`config.mk`:
```
export PLATFORM = sky130hd
export DESIGN_NAME = natural_log_series_core
export DESIGN_NICKNAME = d
export VERILOG_FILES = /design/src/hdl/nls_pkg.sv /design/src/hdl/nls_mul.sv /design/src/hdl/nls_div.sv /design/src/hdl/natural_log_series_core.sv
export SDC_FILE = /design/constraint.sdc
export NUM_CORES = 2
export LEC_CHECK = 0
export BUFFER_PORTS_ARGS = -buffer_cell sky130_fd_sc_hd__buf_4
export CAP_MARGIN = 5
export CORE_ASPECT_RATIO = 1.25
export CORE_MARGIN = 1.5
export CORE_UTILIZATION = 50
export DETAILED_ROUTE_END_ITERATION = 10
export GPL_ROUTABILITY_DRIVEN = 0
export HOLD_SLACK_MARGIN = 0.03
export PLACE_DENSITY_LB_ADDON = 0.15
export SYNTH_ARGS = -nofsm -noshare
export SYNTH_HDL_FRONTEND = slang
export SYNTH_SLANG_ARGS = --single-unit
```
`constraint.sdc`:
```
create_clock -name i_clk -period 15.19 [get_ports i_clk]
set_input_delay 0.7595 -clock i_clk [delete_from_list [all_inputs] [get_ports i_clk]]
set_output_delay 0.7595 -clock i_clk [all_outputs]
set_load 0.005 [all_outputs]
```
`src/hdl/nls_pkg.sv`:
```
// Shared types and constants for the natural logarithm series core.
// No dependencies; used by every module of the core.
package nls_pkg;

    localparam int INPUT_FRAC_BITS_DEF = 16;
    localparam int WORK_FRAC_BITS_DEF  = 30;
    localparam int MAX_TERMS_DEF       = 63;
    localparam int OUT_FRAC_BITS       = 24;

    localparam logic [31:0] INV_E       = 32'd1580030169;
    localparam logic [31:0] E_Q30       = 32'd2918732889;
    localparam int          INV_E_SHIFT = 32;
    localparam int          E_SHIFT     = 30;

    localparam int          TERM_COUNT_W     = 6;
    localparam logic [5:0]  TERM_COUNT_RESET = 6'd48;
    localparam logic        REG_TERM_COUNT   = 1'b0;

    typedef enum logic [1:0] {
        MUL_INV_E,
        MUL_E,
        MUL_SERIES
    } t_mul_op;

    typedef struct packed {
        logic    start;
        t_mul_op op;
    } t_mul_req;

endpackage

```
`src/hdl/nls_mul.sv`:
```
// Shared multiplier: one 32x32 product per cycle, four passes per word.
// Returns the floored, shifted product, signed for series products only. Depends on nls_pkg.
module nls_mul
    import nls_pkg::*;
#(
    parameter int WORK_FRAC_BITS = WORK_FRAC_BITS_DEF
) (
    input  logic               i_clk,
    input  logic               i_rst_n,
    input  t_mul_req           i_req,
    input  logic signed [63:0] i_a,
    input  logic signed [63:0] i_b,
    output logic               o_done,
    output logic signed [63:0] o_result
);

    logic [63:0]  r_a;
    logic [63:0]  r_b;
    logic [127:0] r_acc;
    logic [1:0]   r_step;
    logic         r_busy;
    logic         r_fin;
    logic         r_neg;
    t_mul_op      r_op;
    logic         r_done;
    logic signed [63:0] r_result;

    logic [31:0]  a_half;
    logic [31:0]  b_half;
    logic [63:0]  pp;
    logic [127:0] pp_sh;
    logic [63:0]  a_mag;
    logic [63:0]  b_mag;
    logic signed [127:0] prod;
    logic signed [127:0] prod_sh;

    always_comb begin
        a_half = r_step[0] ? r_a[63:32] : r_a[31:0];
        b_half = r_step[1] ? r_b[63:32] : r_b[31:0];
        pp     = a_half * b_half;
        case (r_step)
            2'd0:    pp_sh = {64'd0, pp};
            2'd3:    pp_sh = {pp, 64'd0};
            default: pp_sh = {32'd0, pp, 32'd0};
        endcase
        a_mag = i_a[63] ? 64'(-i_a) : 64'(i_a);
        case (i_req.op)
            MUL_INV_E: b_mag = {32'd0, INV_E};
            MUL_E:     b_mag = {32'd0, E_Q30};
            default:   b_mag = i_b[63] ? 64'(-i_b) : 64'(i_b);
        endcase
        prod = r_neg ? -$signed(r_acc) : $signed(r_acc);
        case (r_op)
            MUL_INV_E: prod_sh = prod >>> INV_E_SHIFT;
            MUL_E:     prod_sh = prod >>> E_SHIFT;
            default:   prod_sh = prod >>> WORK_FRAC_BITS;
        endcase
    end

    always_ff @(posedge i_clk) begin
        if (!i_rst_n) begin
            r_busy <= 1'b0;
            r_fin  <= 1'b0;
            r_done <= 1'b0;
            r_step <= 2'd0;
        end else begin
            r_done <= 1'b0;
            if (i_req.start) begin
                r_a    <= a_mag;
                r_b    <= b_mag;
                r_neg  <= (i_req.op == MUL_SERIES) && (i_a[63] ^ i_b[63]);
                r_op   <= i_req.op;
                r_acc  <= '0;
                r_step <= 2'd0;
                r_busy <= 1'b1;
            end else if (r_busy) begin
                r_acc  <= r_acc + pp_sh;
                r_step <= r_step + 2'd1;
                if (r_step == 2'd3) begin
                    r_busy <= 1'b0;
                    r_fin  <= 1'b1;
                end
            end else if (r_fin) begin
                r_fin    <= 1'b0;
                r_done   <= 1'b1;
                r_result <= prod_sh[63:0];
            end
        end
    end

    assign o_done   = r_done;
    assign o_result = r_result;

endmodule

```
`src/hdl/nls_div.sv`:
```
// Radix-16 restoring divider of a signed word by a small term index.
// Truncates toward zero. Depends on nls_pkg for defaults.
module nls_div
    import nls_pkg::*;
#(
    parameter int WORK_FRAC_BITS = WORK_FRAC_BITS_DEF,
    parameter int MAX_TERMS      = MAX_TERMS_DEF
) (
    input  logic                           i_clk,
    input  logic                           i_rst_n,
    input  logic                           i_start,
    input  logic signed [63:0]             i_z,
    input  logic [$clog2(MAX_TERMS+1)-1:0] i_k,
    output logic                           o_done,
    output logic signed [63:0]             o_q
);

    localparam int KW  = $clog2(MAX_TERMS + 1);
    localparam int DW  = ((WORK_FRAC_BITS + 4) / 4) * 4;
    localparam int NC  = DW / 4;
    localparam int CTW = $clog2(NC + 1);

    logic [DW-1:0]  r_num;
    logic [KW-1:0]  r_rem;
    logic [KW-1:0]  r_k;
    logic [CTW-1:0] r_cnt;
    logic           r_neg;
    logic           r_busy;
    logic           r_done;

    logic [DW-1:0] num_nx;
    logic [KW-1:0] rem_nx;
    logic [KW:0]   rem_ext;
    logic [63:0]   z_mag;
    logic [63:0]   q_mag;

    always_comb begin
        num_nx = r_num;
        rem_nx = r_rem;
        for (int i = 0; i < 4; i++) begin
            rem_ext = {rem_nx, num_nx[DW-1]};
            num_nx  = {num_nx[DW-2:0], 1'b0};
            if (rem_ext >= {1'b0, r_k}) begin
                rem_ext   = rem_ext - {1'b0, r_k};
                num_nx[0] = 1'b1;
            end
            rem_nx = rem_ext[KW-1:0];
        end
        z_mag = i_z[63] ? 64'(-i_z) : 64'(i_z);
        q_mag = 64'(r_num);
    end

    always_ff @(posedge i_clk) begin
        if (!i_rst_n) begin
            r_busy <= 1'b0;
            r_done <= 1'b0;
            r_cnt  <= '0;
        end else begin
            r_done <= 1'b0;
            if (i_start) begin
                r_num  <= z_mag[DW-1:0];
                r_rem  <= '0;
                r_k    <= i_k;
                r_neg  <= i_z[63];
                r_cnt  <= CTW'(NC);
                r_busy <= 1'b1;
            end else if (r_busy) begin
                r_num <= num_nx;
                r_rem <= rem_nx;
                r_cnt <= r_cnt - CTW'(1);
                if (r_cnt == CTW'(1)) begin
                    r_busy <= 1'b0;
                    r_done <= 1'b1;
                end
            end
        end
    end

    assign o_done = r_done;
    assign o_q    = r_neg ? -$signed(q_mag) : $signed(q_mag);

endmodule

```
`src/hdl/natural_log_series_core.sv`:
```
// Natural logarithm core: one item at a time; each word passes through
// range reduction by the multiplier, then per series term a divider step and,
// but for the last term, a multiplier step; an invalid argument skips both.
// A new word is taken only once the previous result has gone to the output
// register; the multiplier is shared by the reduction and series steps.
// Synchronous active-low reset clears control state and sets term_count to 48.
module natural_log_series_core
    import nls_pkg::*;
#(
    parameter int INPUT_FRAC_BITS = INPUT_FRAC_BITS_DEF,
    parameter int WORK_FRAC_BITS  = WORK_FRAC_BITS_DEF,
    parameter int MAX_TERMS       = MAX_TERMS_DEF
) (
    input  logic               i_clk,
    input  logic               i_rst_n,
    input  logic               i_valid,
    output logic               o_stall,
    input  logic signed [31:0] i_x_value,
    output logic               o_valid,
    input  logic               i_stall,
    output logic signed [31:0] o_ln_value,
    output logic               o_invalid,
    input  logic               psel,
    input  logic               penable,
    input  logic               pwrite,
    input  logic [2:0]         paddr,
    input  logic [31:0]        pwdata,
    output logic [31:0]        prdata,
    output logic               pready
);

    localparam int KW   = $clog2(MAX_TERMS + 1);
    localparam int CW   = (KW > TERM_COUNT_W) ? KW : TERM_COUNT_W;
    localparam int SH   = WORK_FRAC_BITS - INPUT_FRAC_BITS;
    localparam int SHL  = (SH > 0) ? SH : 0;
    localparam int SHR  = (SH < 0) ? -SH : 0;
    localparam int DO   = WORK_FRAC_BITS - OUT_FRAC_BITS;
    localparam int OSR  = (DO > 0) ? DO : 0;
    localparam int OSL  = (DO < 0) ? -DO : 0;
    localparam logic signed [63:0] ONE     = 64'sd1 <<< WORK_FRAC_BITS;
    localparam logic signed [63:0] QUARTER = 64'sd1 <<< (WORK_FRAC_BITS - 2);
    localparam logic signed [63:0] OUT_MAX = 64'sd2147483647;
    localparam logic signed [63:0] OUT_MIN = -64'sd2147483648;

    typedef enum logic [2:0] {
        S_IDLE,
        S_RED,
        S_RED_MUL,
        S_DIV,
        S_SER_MUL,
        S_FINAL,
        S_OUT
    } t_state;

    t_state             r_state;
    logic [5:0]         r_term_count;
    logic signed [63:0] r_x;
    logic signed [63:0] r_u;
    logic signed [63:0] r_z;
    logic signed [63:0] r_sum;
    logic signed [7:0]  r_adj;
    logic               r_red_up;
    logic [KW-1:0]      r_k;
    logic [KW-1:0]      r_n;
    logic signed [31:0] r_res_ln;
    logic               r_res_inv;
    logic               r_out_valid;
    logic signed [31:0] r_out_ln;
    logic               r_out_inv;
    t_mul_req           r_mul_req;
    logic               r_div_go;

    logic               mul_done;
    logic signed [63:0] mul_res;
    logic               div_done;
    logic signed [63:0] div_q;
    logic               cfg_wr;
    logic               in_acc;
    logic signed [63:0] x_conv;
    logic [CW-1:0]      term_ext;
    logic [KW-1:0]      n_terms;
    logic signed [63:0] total;
    logic signed [63:0] total_sh;
    logic signed [31:0] ln_sat;

    nls_mul #(
        .WORK_FRAC_BITS(WORK_FRAC_BITS)
    ) u_mul (
        .i_clk   (i_clk),
        .i_rst_n (i_rst_n),
        .i_req   (r_mul_req),
        .i_a     ((r_state == S_RED_MUL) ? r_x : r_z),
        .i_b     (r_u),
        .o_done  (mul_done),
        .o_result(mul_res)
    );

    nls_div #(
        .WORK_FRAC_BITS(WORK_FRAC_BITS),
        .MAX_TERMS     (MAX_TERMS)
    ) u_div (
        .i_clk  (i_clk),
        .i_rst_n(i_rst_n),
        .i_start(r_div_go),
        .i_z    (r_z),
        .i_k    (r_k),
        .o_done (div_done),
        .o_q    (div_q)
    );

    always_comb begin
        cfg_wr   = psel && penable && pwrite && (paddr[2] == REG_TERM_COUNT);
        in_acc   = i_valid && (r_state == S_IDLE);
        x_conv   = (64'(i_x_value) <<< SHL) >>> SHR;
        term_ext = CW'(r_term_count);
        n_terms  = (term_ext > CW'(MAX_TERMS)) ? KW'(MAX_TERMS) : KW'(term_ext);
        total    = r_sum + (64'(r_adj) <<< WORK_FRAC_BITS);
        total_sh = (total >>> OSR) <<< OSL;
        if (total_sh > OUT_MAX) begin
            ln_sat = 32'sh7FFFFFFF;
        end else if (total_sh < OUT_MIN) begin
            ln_sat = 32'sh80000000;
        end else begin
            ln_sat = total_sh[31:0];
        end
    end

    always_ff @(posedge i_clk) begin
        if (!i_rst_n) begin
            r_term_count <= TERM_COUNT_RESET;
        end else if (cfg_wr) begin
            r_term_count <= pwdata[5:0];
        end
    end

    always_ff @(posedge i_clk) begin
        if (!i_rst_n) begin
            r_state     <= S_IDLE;
            r_out_valid <= 1'b0;
            r_mul_req   <= '{start: 1'b0, op: MUL_SERIES};
            r_div_go    <= 1'b0;
        end else begin
            r_mul_req.start <= 1'b0;
            r_div_go        <= 1'b0;
            if (r_out_valid && !i_stall) begin
                r_out_valid <= 1'b0;
            end
            case (r_state)
                S_IDLE: begin
                    if (in_acc) begin
                        if (i_x_value <= 32'sd0) begin
                            r_res_ln  <= '0;
                            r_res_inv <= 1'b1;
                            r_state   <= S_OUT;
                        end else begin
                            r_x     <= (x_conv == 64'sd0) ? 64'sd1 : x_conv;
                            r_adj   <= '0;
                            r_n     <= n_terms;
                            r_state <= S_RED;
                        end
                    end
                end
                S_RED: begin
                    if (r_x > ONE) begin
                        r_mul_req <= '{start: 1'b1, op: MUL_INV_E};
                        r_red_up  <= 1'b1;
                        r_state   <= S_RED_MUL;
                    end else if (r_x < QUARTER) begin
                        r_mul_req <= '{start: 1'b1, op: MUL_E};
                        r_red_up  <= 1'b0;
                        r_state   <= S_RED_MUL;
                    end else begin
                        r_u   <= r_x - ONE;
                        r_z   <= r_x - ONE;
                        r_sum <= '0;
                        r_k   <= KW'(1);
                        if (r_n == '0) begin
                            r_state <= S_FINAL;
                        end else begin
                            r_div_go <= 1'b1;
                            r_state  <= S_DIV;
                        end
                    end
                end
                S_RED_MUL: begin
                    if (mul_done) begin
                        r_x     <= mul_res;
                        r_adj   <= r_red_up ? r_adj + 8'sd1 : r_adj - 8'sd1;
                        r_state <= S_RED;
                    end
                end
                S_DIV: begin
                    if (div_done) begin
                        r_sum <= r_k[0] ? r_sum + div_q : r_sum - div_q;
                        if (r_k == r_n) begin
                            r_state <= S_FINAL;
                        end else begin
                            r_mul_req <= '{start: 1'b1, op: MUL_SERIES};
                            r_state   <= S_SER_MUL;
                        end
                    end
                end
                S_SER_MUL: begin
                    if (mul_done) begin
                        r_z      <= mul_res;
                        r_k      <= r_k + KW'(1);
                        r_div_go <= 1'b1;
                        r_state  <= S_DIV;
                    end
                end
                S_FINAL: begin
                    r_res_ln  <= ln_sat;
                    r_res_inv <= 1'b0;
                    r_state   <= S_OUT;
                end
                S_OUT: begin
                    if (!r_out_valid || !i_stall) begin
                        r_out_valid <= 1'b1;
                        r_out_ln    <= r_res_ln;
                        r_out_inv   <= r_res_inv;
                        r_state     <= S_IDLE;
                    end
                end
                default: begin
                    r_state <= S_IDLE;
                end
            endcase
        end
    end

    assign o_stall    = (r_state != S_IDLE);
    assign o_valid    = r_out_valid;
    assign o_ln_value = r_out_ln;
    assign o_invalid  = r_out_inv;
    assign pready     = 1'b1;
    assign prdata     = (paddr[2] == REG_TERM_COUNT) ? {26'd0, r_term_count} : 32'd0;

endmodule

```
**Word level (Yosys, flattened, before mapping)**

Cells that the tools add are included.

- Flip-flop bits (word level): 736
- Input port bits: 74
- Logic and storage cells: 233

- Add/subtract/negate cells: 19
- Multipliers: 1
- $lt $le $gt $ge: 10
- Equal/unequal tests: 23
- Mux-type cells: 91
- Bitwise gates (word level): 9
- Reductions and logical operators: 43

Operator list:

| cell | number |
|---|---|
| $mux 64 | 14 |
| $pmux 64 s2 | 4 |
| $mux 32 | 9 |
| $pmux 128 s2 | 1 |
| $add 128x128->128 | 1 |
| $mux 128 | 1 |
| $neg 64->64 | 2 |
| $mux 96 | 1 |
| $neg 96->96 | 1 |
| $add 64x38->64 | 1 |
| $add 64x64->64 | 1 |
| $gt 64x32->1 const B | 1 |
| $logic_not 64->1 | 1 |
| $lt 64x30->1 const B | 1 |
| $mul 32x32->64 | 1 |
| $neg 32->64 | 1 |
| $pmux 32 s2 | 1 |
| $sub 64x32->64 const B | 1 |
| $sub 64x64->64 | 1 |
| $mux 63 | 1 |
| $gt 58x32->1 const B | 1 |
| $lt 58x32->1 const B | 1 |
| $mux 6 | 9 |
| $mux 3 | 13 |
| 44 further kinds | 127 |

**Logic depth before layout (Yosys ltp)**

- Depth after elaboration: 10
- Depth in mapped cells: 48

**Hierarchy**

Synthesis repeated with hierarchy kept, for this count alone.

- Cells, all modules: 9149
- Area total of the unflattened synthesis: 82351.5 um^2

Modules (own cells, without submodules):

| module | times used | cells each | area an instance (um^2) | sequential area each (um^2) |
|---|---|---|---|---|
| nls_mul | 1 | 6183 | 54925.2 | 8838.5 |
| natural_log_series_core | 1 | 2433 | 22660.5 | 10580.1 |
| nls_div | 1 | 533 | 4765.8 | 1471.4 |

**Worst setup path after synthesis**

No wires, ideal clock.

- Path type: register to register
- Start point: register u_mul.r_step[0]
- End point: register u_mul.r_acc[86] (data pin)
- Setup time: 260 ps
- Arrival: 11694 ps
- Required time: 14930 ps
- Path slack: 3236 ps
- Cell stages (with the launch flop): 47
- Path buffers: 6
- Period minus slack after synthesis: 11954 ps
- Path through: dfxtp_1 > clkbuf_1 > clkbuf_1 > buf_1 > mux2i_1 > clkbuf_1 > nor2_1 > fa_1 > fa_1 > fa_1 > inv_1 > fa_1 > inv_1 > fa_1 > inv_1 > fa_1 > inv_1 > fa_1 > (+11 left out) > nand2_1 > a21o_1 > a21oi_1 > xnor2_1 > a22o_1 > ha_1 > clkbuf_1 > a21oi_1 > o21ai_0 > a221oi_1 > o21ai_0 > or3b_2 > nor4_1 > o21ai_0 > a221o_1 > a21oi_1 > o21ai_0 > mux2_2

- Longest elaborated chain between the ends: 5

Ends and longest elaborated chain:

| item | line | RTL |
|---|---|---|
| start: declaration | nls_mul.sv:20 | `logic [1:0] r_step;` |
| start signal: assignment | nls_mul.sv:78 | `r_step <= r_step + 2'd1;` |
| $mux 32 | nls_mul.sv:38 | `a_half = r_step[0] ? r_a[63:32] : r_a[31:0];` |
| $mul 32x32->64 | nls_mul.sv:40 | `pp = a_half * b_half;` |
| $pmux 128 s2 (*) | nls_mul.sv:41 | `case (r_step)` |
| $add 128x128->128 (*) | nls_mul.sv:77 | `r_acc <= r_acc + pp_sh;` |
| $mux 128 (*) | nls_mul.sv:76 | `end else if (r_busy) begin` |
| end signal: assignment | nls_mul.sv:77 |  |
| end: declaration | nls_mul.sv:19 | `logic [127:0] r_acc;` |

Every way passes the cells marked *; elsewhere a longest branch is shown, timed or not. The select of a mux whose other input is x is not followed.
A chain may end at the register's enable or synchronous reset.

**Final worst setup path**

- Start point: register u_mul.r_step[1]
- End point: register u_mul.r_acc[86] (data pin)

- Longest elaborated chain between the ends: 5

Ends and longest elaborated chain:

| item | line | RTL |
|---|---|---|
| $mux 32 | nls_mul.sv:39 | `b_half = r_step[1] ? r_b[63:32] : r_b[31:0];` |
| $mul 32x32->64 | nls_mul.sv:40 |  |
| $pmux 128 s2 (*) | nls_mul.sv:41 |  |
| $add 128x128->128 (*) | nls_mul.sv:77 |  |
| $mux 128 (*) | nls_mul.sv:76 |  |

Marks and branches as above.

==> out/metrics.csv <==
stage;metric;value;unit
sta;tns;0;ns
synth;synthCells;9138;
clock_tree;cts_tree;yes;
synth;synth_top_cell_by_area;edfxtp_1;
clock_tree;cts_root_buffer;clkbuf_16;
clock_tree;cts_buffer_depth;3;
worst_setup_path;slowest_delay;0.93;ns
sta;final-hold-violation-count;0;
routing;routed_wl;276;mm
worst_setup_path;cp_max_fo;37;
routing;drc_errors;0;
sta;period_needed;14.73;ns
cells_and_area;finalNetCount;10467;
worst_setup_path;crit_arrival;15.16;ns
sta;fin_crit_sh;97.0;%
floorplan;die_w;367;um
sta;slew_violations;0;
sta;rsz0062_at_grt;no;
cells_and_area;final_common_cell;nor2_1;
place;dp_slack;0.983;ns
clock_tree;ctsHtreeMaxLevel;3;
grt;grt_usage;32.8;%
synth;ys_ff_latch;704;
cells_and_area;instances_no_fill;11240;
worst_setup_path;critPathMostFrequentCell;fa_1;
routing;ant_nets;0;
floorplan;dieArea;168000;um^2
synth;synthDistinctLibCells;90;
floorplan;die_h;458;um
floorplan;start_util;50.4;%
cells_and_area;final_cell_mix;1161 x nor2_1, 1043 x inv_1, 993 x nand2_1;
sta;finalClockSkew;0.0656;ns
place;placed_cells;11087;
clock_tree;postCtsSetupBuffers;0;
sta;slew_headroom;15.6;%
floorplan;core;164000;um^2
worst_setup_path;crit_path_end_kind;register;
routing;vias;68042;
clock_tree;cts_hold_buf;0;
worst_setup_path;startpoint_type;register;
clock_tree;cts_made_buffers;79;
synth;yosysTopAreaCellShare;24.6;%
min_path;hold_path.class;input pin to register;
grt;grt_max_degree;95;
grt;grt-ovfl-total;0;
floorplan;ios;142;
routing;drt_iter0_drc;6054;
status;outcome;completed;
grt;antenna_found_initial;8;
routing;viasPerCell;6.05;
sta;setup_viol;0;
worst_setup_path;cp.required;15.62;ns
cells_and_area;drive_above_1_share;6.79;%
cells_and_area;syn_to_final_growth;7.07;%
job;cap_violations;0;
grt;grt_first_pass_wirelength;416;mm
routing;drtPass1Iterations;8;
synth;synth_ff_type;edfxtp_1;
clock_tree;clock-sinks;704;
cells_and_area;fill_cells;15027;
sta;fmax;67.9;MHz
place;dp_hpwl;217;mm
floorplan;placementRows;166;
synth;postSynthAreaPerCell;9.06;um^2
sta;setup_ws;0.457;ns
routing;wl_per_cell;24.6;um
clock_tree;cts.reportedPaths.clkPinSlew;0.06;ns
synth;ys.warnings.count;0;
synth;syn-cell-area;82800;um^2
worst_setup_path;cp_slowest_cell;mux2i_2;
sta;worst_pin_slew;1.27;ns
worst_setup_path;crit_type;register to register;
grt;grt_pass1_vias;67777;
synth;ys_seq_area_share;25.2;%
place;io_buffer_count;86;
synth;synth_edf_count;679;
clock_tree;cts_resized;0;
synth;ys_top_cells_by_area;edfxtp_1 25%, fa_1 22%, ha_1 7.6%;
synth;async_flop_share;0;%
clock_tree;clk_latency;0.72;ns
==> registers in the layout, indices dropped and copies added (netlist names), 4 cells and up <==
| register | cells |
|---|---|
| u_mul.r_a | 64 |
| u_mul.r_acc | 96 |
| u_div.r_cnt | 4 |
| u_div.r_rem | 6 |
| r_z | 64 |
| r_term_count | 6 |
| r_n | 6 |
| r_sum | 64 |
| u_div.r_num | 32 |
| r_u | 64 |
| u_mul.o_result | 64 |
| r_x | 64 |
| u_div.r_k | 6 |
| o_ln_value | 32 |
| r_adj | 8 |
| r_res_ln | 32 |
| r_k | 6 |
| u_mul.r_b | 64 |
==> final cells by class <==
class	count	area, um^2	share of cell area (%)
clock inverters	46	626	0.706
inverters	1044	3920	4.42
multi-input cells	6910	56500	63.7
repair buffers	247	1890	2.13
well taps	2184	2730	3.08
diodes	5	12.5	0.0141
flip-flops and latches	704	20900	23.6
clock buffers	100	2100	2.36
==> worst paths after layout <==
path	startpoint	end	slack, ns	cells after the start
hold reg to reg	r_res_ln[22]	o_ln_value[22]	0.41	0
setup / recovery	u_mul.r_step[1]	u_mul.r_acc[86]	0.46	40
hold / removal	pwdata[5]	r_term_count[5]	0.27	3
setup reg to reg	u_mul.r_step[1]	u_mul.r_acc[86]	0.46	40
==> per-stage QoR <==
step	util [%]	cell area [um^2]	hold WS, ns
6_report	54.0	88600	0.267
5_1_grt	54.0	88600	0.252
4_1_cts	54.0	88600	0.222
3_5_place_dp	52.3	85900	0.405
3_3_place_gp	52.3	85900	0.402
2_1_floorplan	-	82900	0.400
==> synth_stat cells (all sizes together) (29+ instances only) <==
library cell / number
o31ai: 63
a211oi: 49
o211ai: 32
inv: 1044
o21ai: 345
a22o: 42
xor2: 253
mux2: 114
nor2b: 64
nand2b: 56
o21bai: 53
clkbuf: 442
nor3: 141
ha: 503
mux2i: 171
buf: 63
edfxtp: 679
or3: 73
a21oi: 446
nand2: 995
or2: 36
and3: 67
fa: 904
a32oi: 29
nor2: 1167
a31oi: 54
nand4: 104
or4: 32
a21o: 208
xnor2: 292
and2: 117
o21a: 42
nor4: 73
nand3: 95
==> worst max-delay path: cells and delay by family, from the launching register on <==
kind	cells	cell delay, ns
AND/OR/NAND/NOR	4	1.19
AO/OA/AOI/OAI	16	4.73
buffers and inverters	7	1.00
XOR/XNOR	1	0.42
flip-flops	1	0.75
multiplexers	2	1.23
adder cells (fa/ha/maj)	10	5.11
==> metal layers <==
layer / share of wire, % / wire length, um / GRT usage, %
met1: 38 / 105000 / 41.1
met2: 45 / 125000 / 52.2
met3: 9.5 / 26100 / 6.88
met4: 7.1 / 19600 / 19.4
met5: 0.0083 / 23 / 0
==> cells by family (layout without fill, tap and decap cells) <==
group           after synthesis  in the layout  share of synthesized area, %
other cells                   2             32                       0.00907
flops                       704            704                          25.2
mux                         285            285                          3.62
fa+ha+maj                  1407           1407                          29.5
buf+inv                    1549           1437                          7.17
compound gates             1556           1556                          12.0
simple gates               3090           3090                          16.7
xor+xnor                    545            545                          5.77
Power is not shown: default switching activity piles up to over one toggle a cycle in this logic, so the estimate is an artifact.
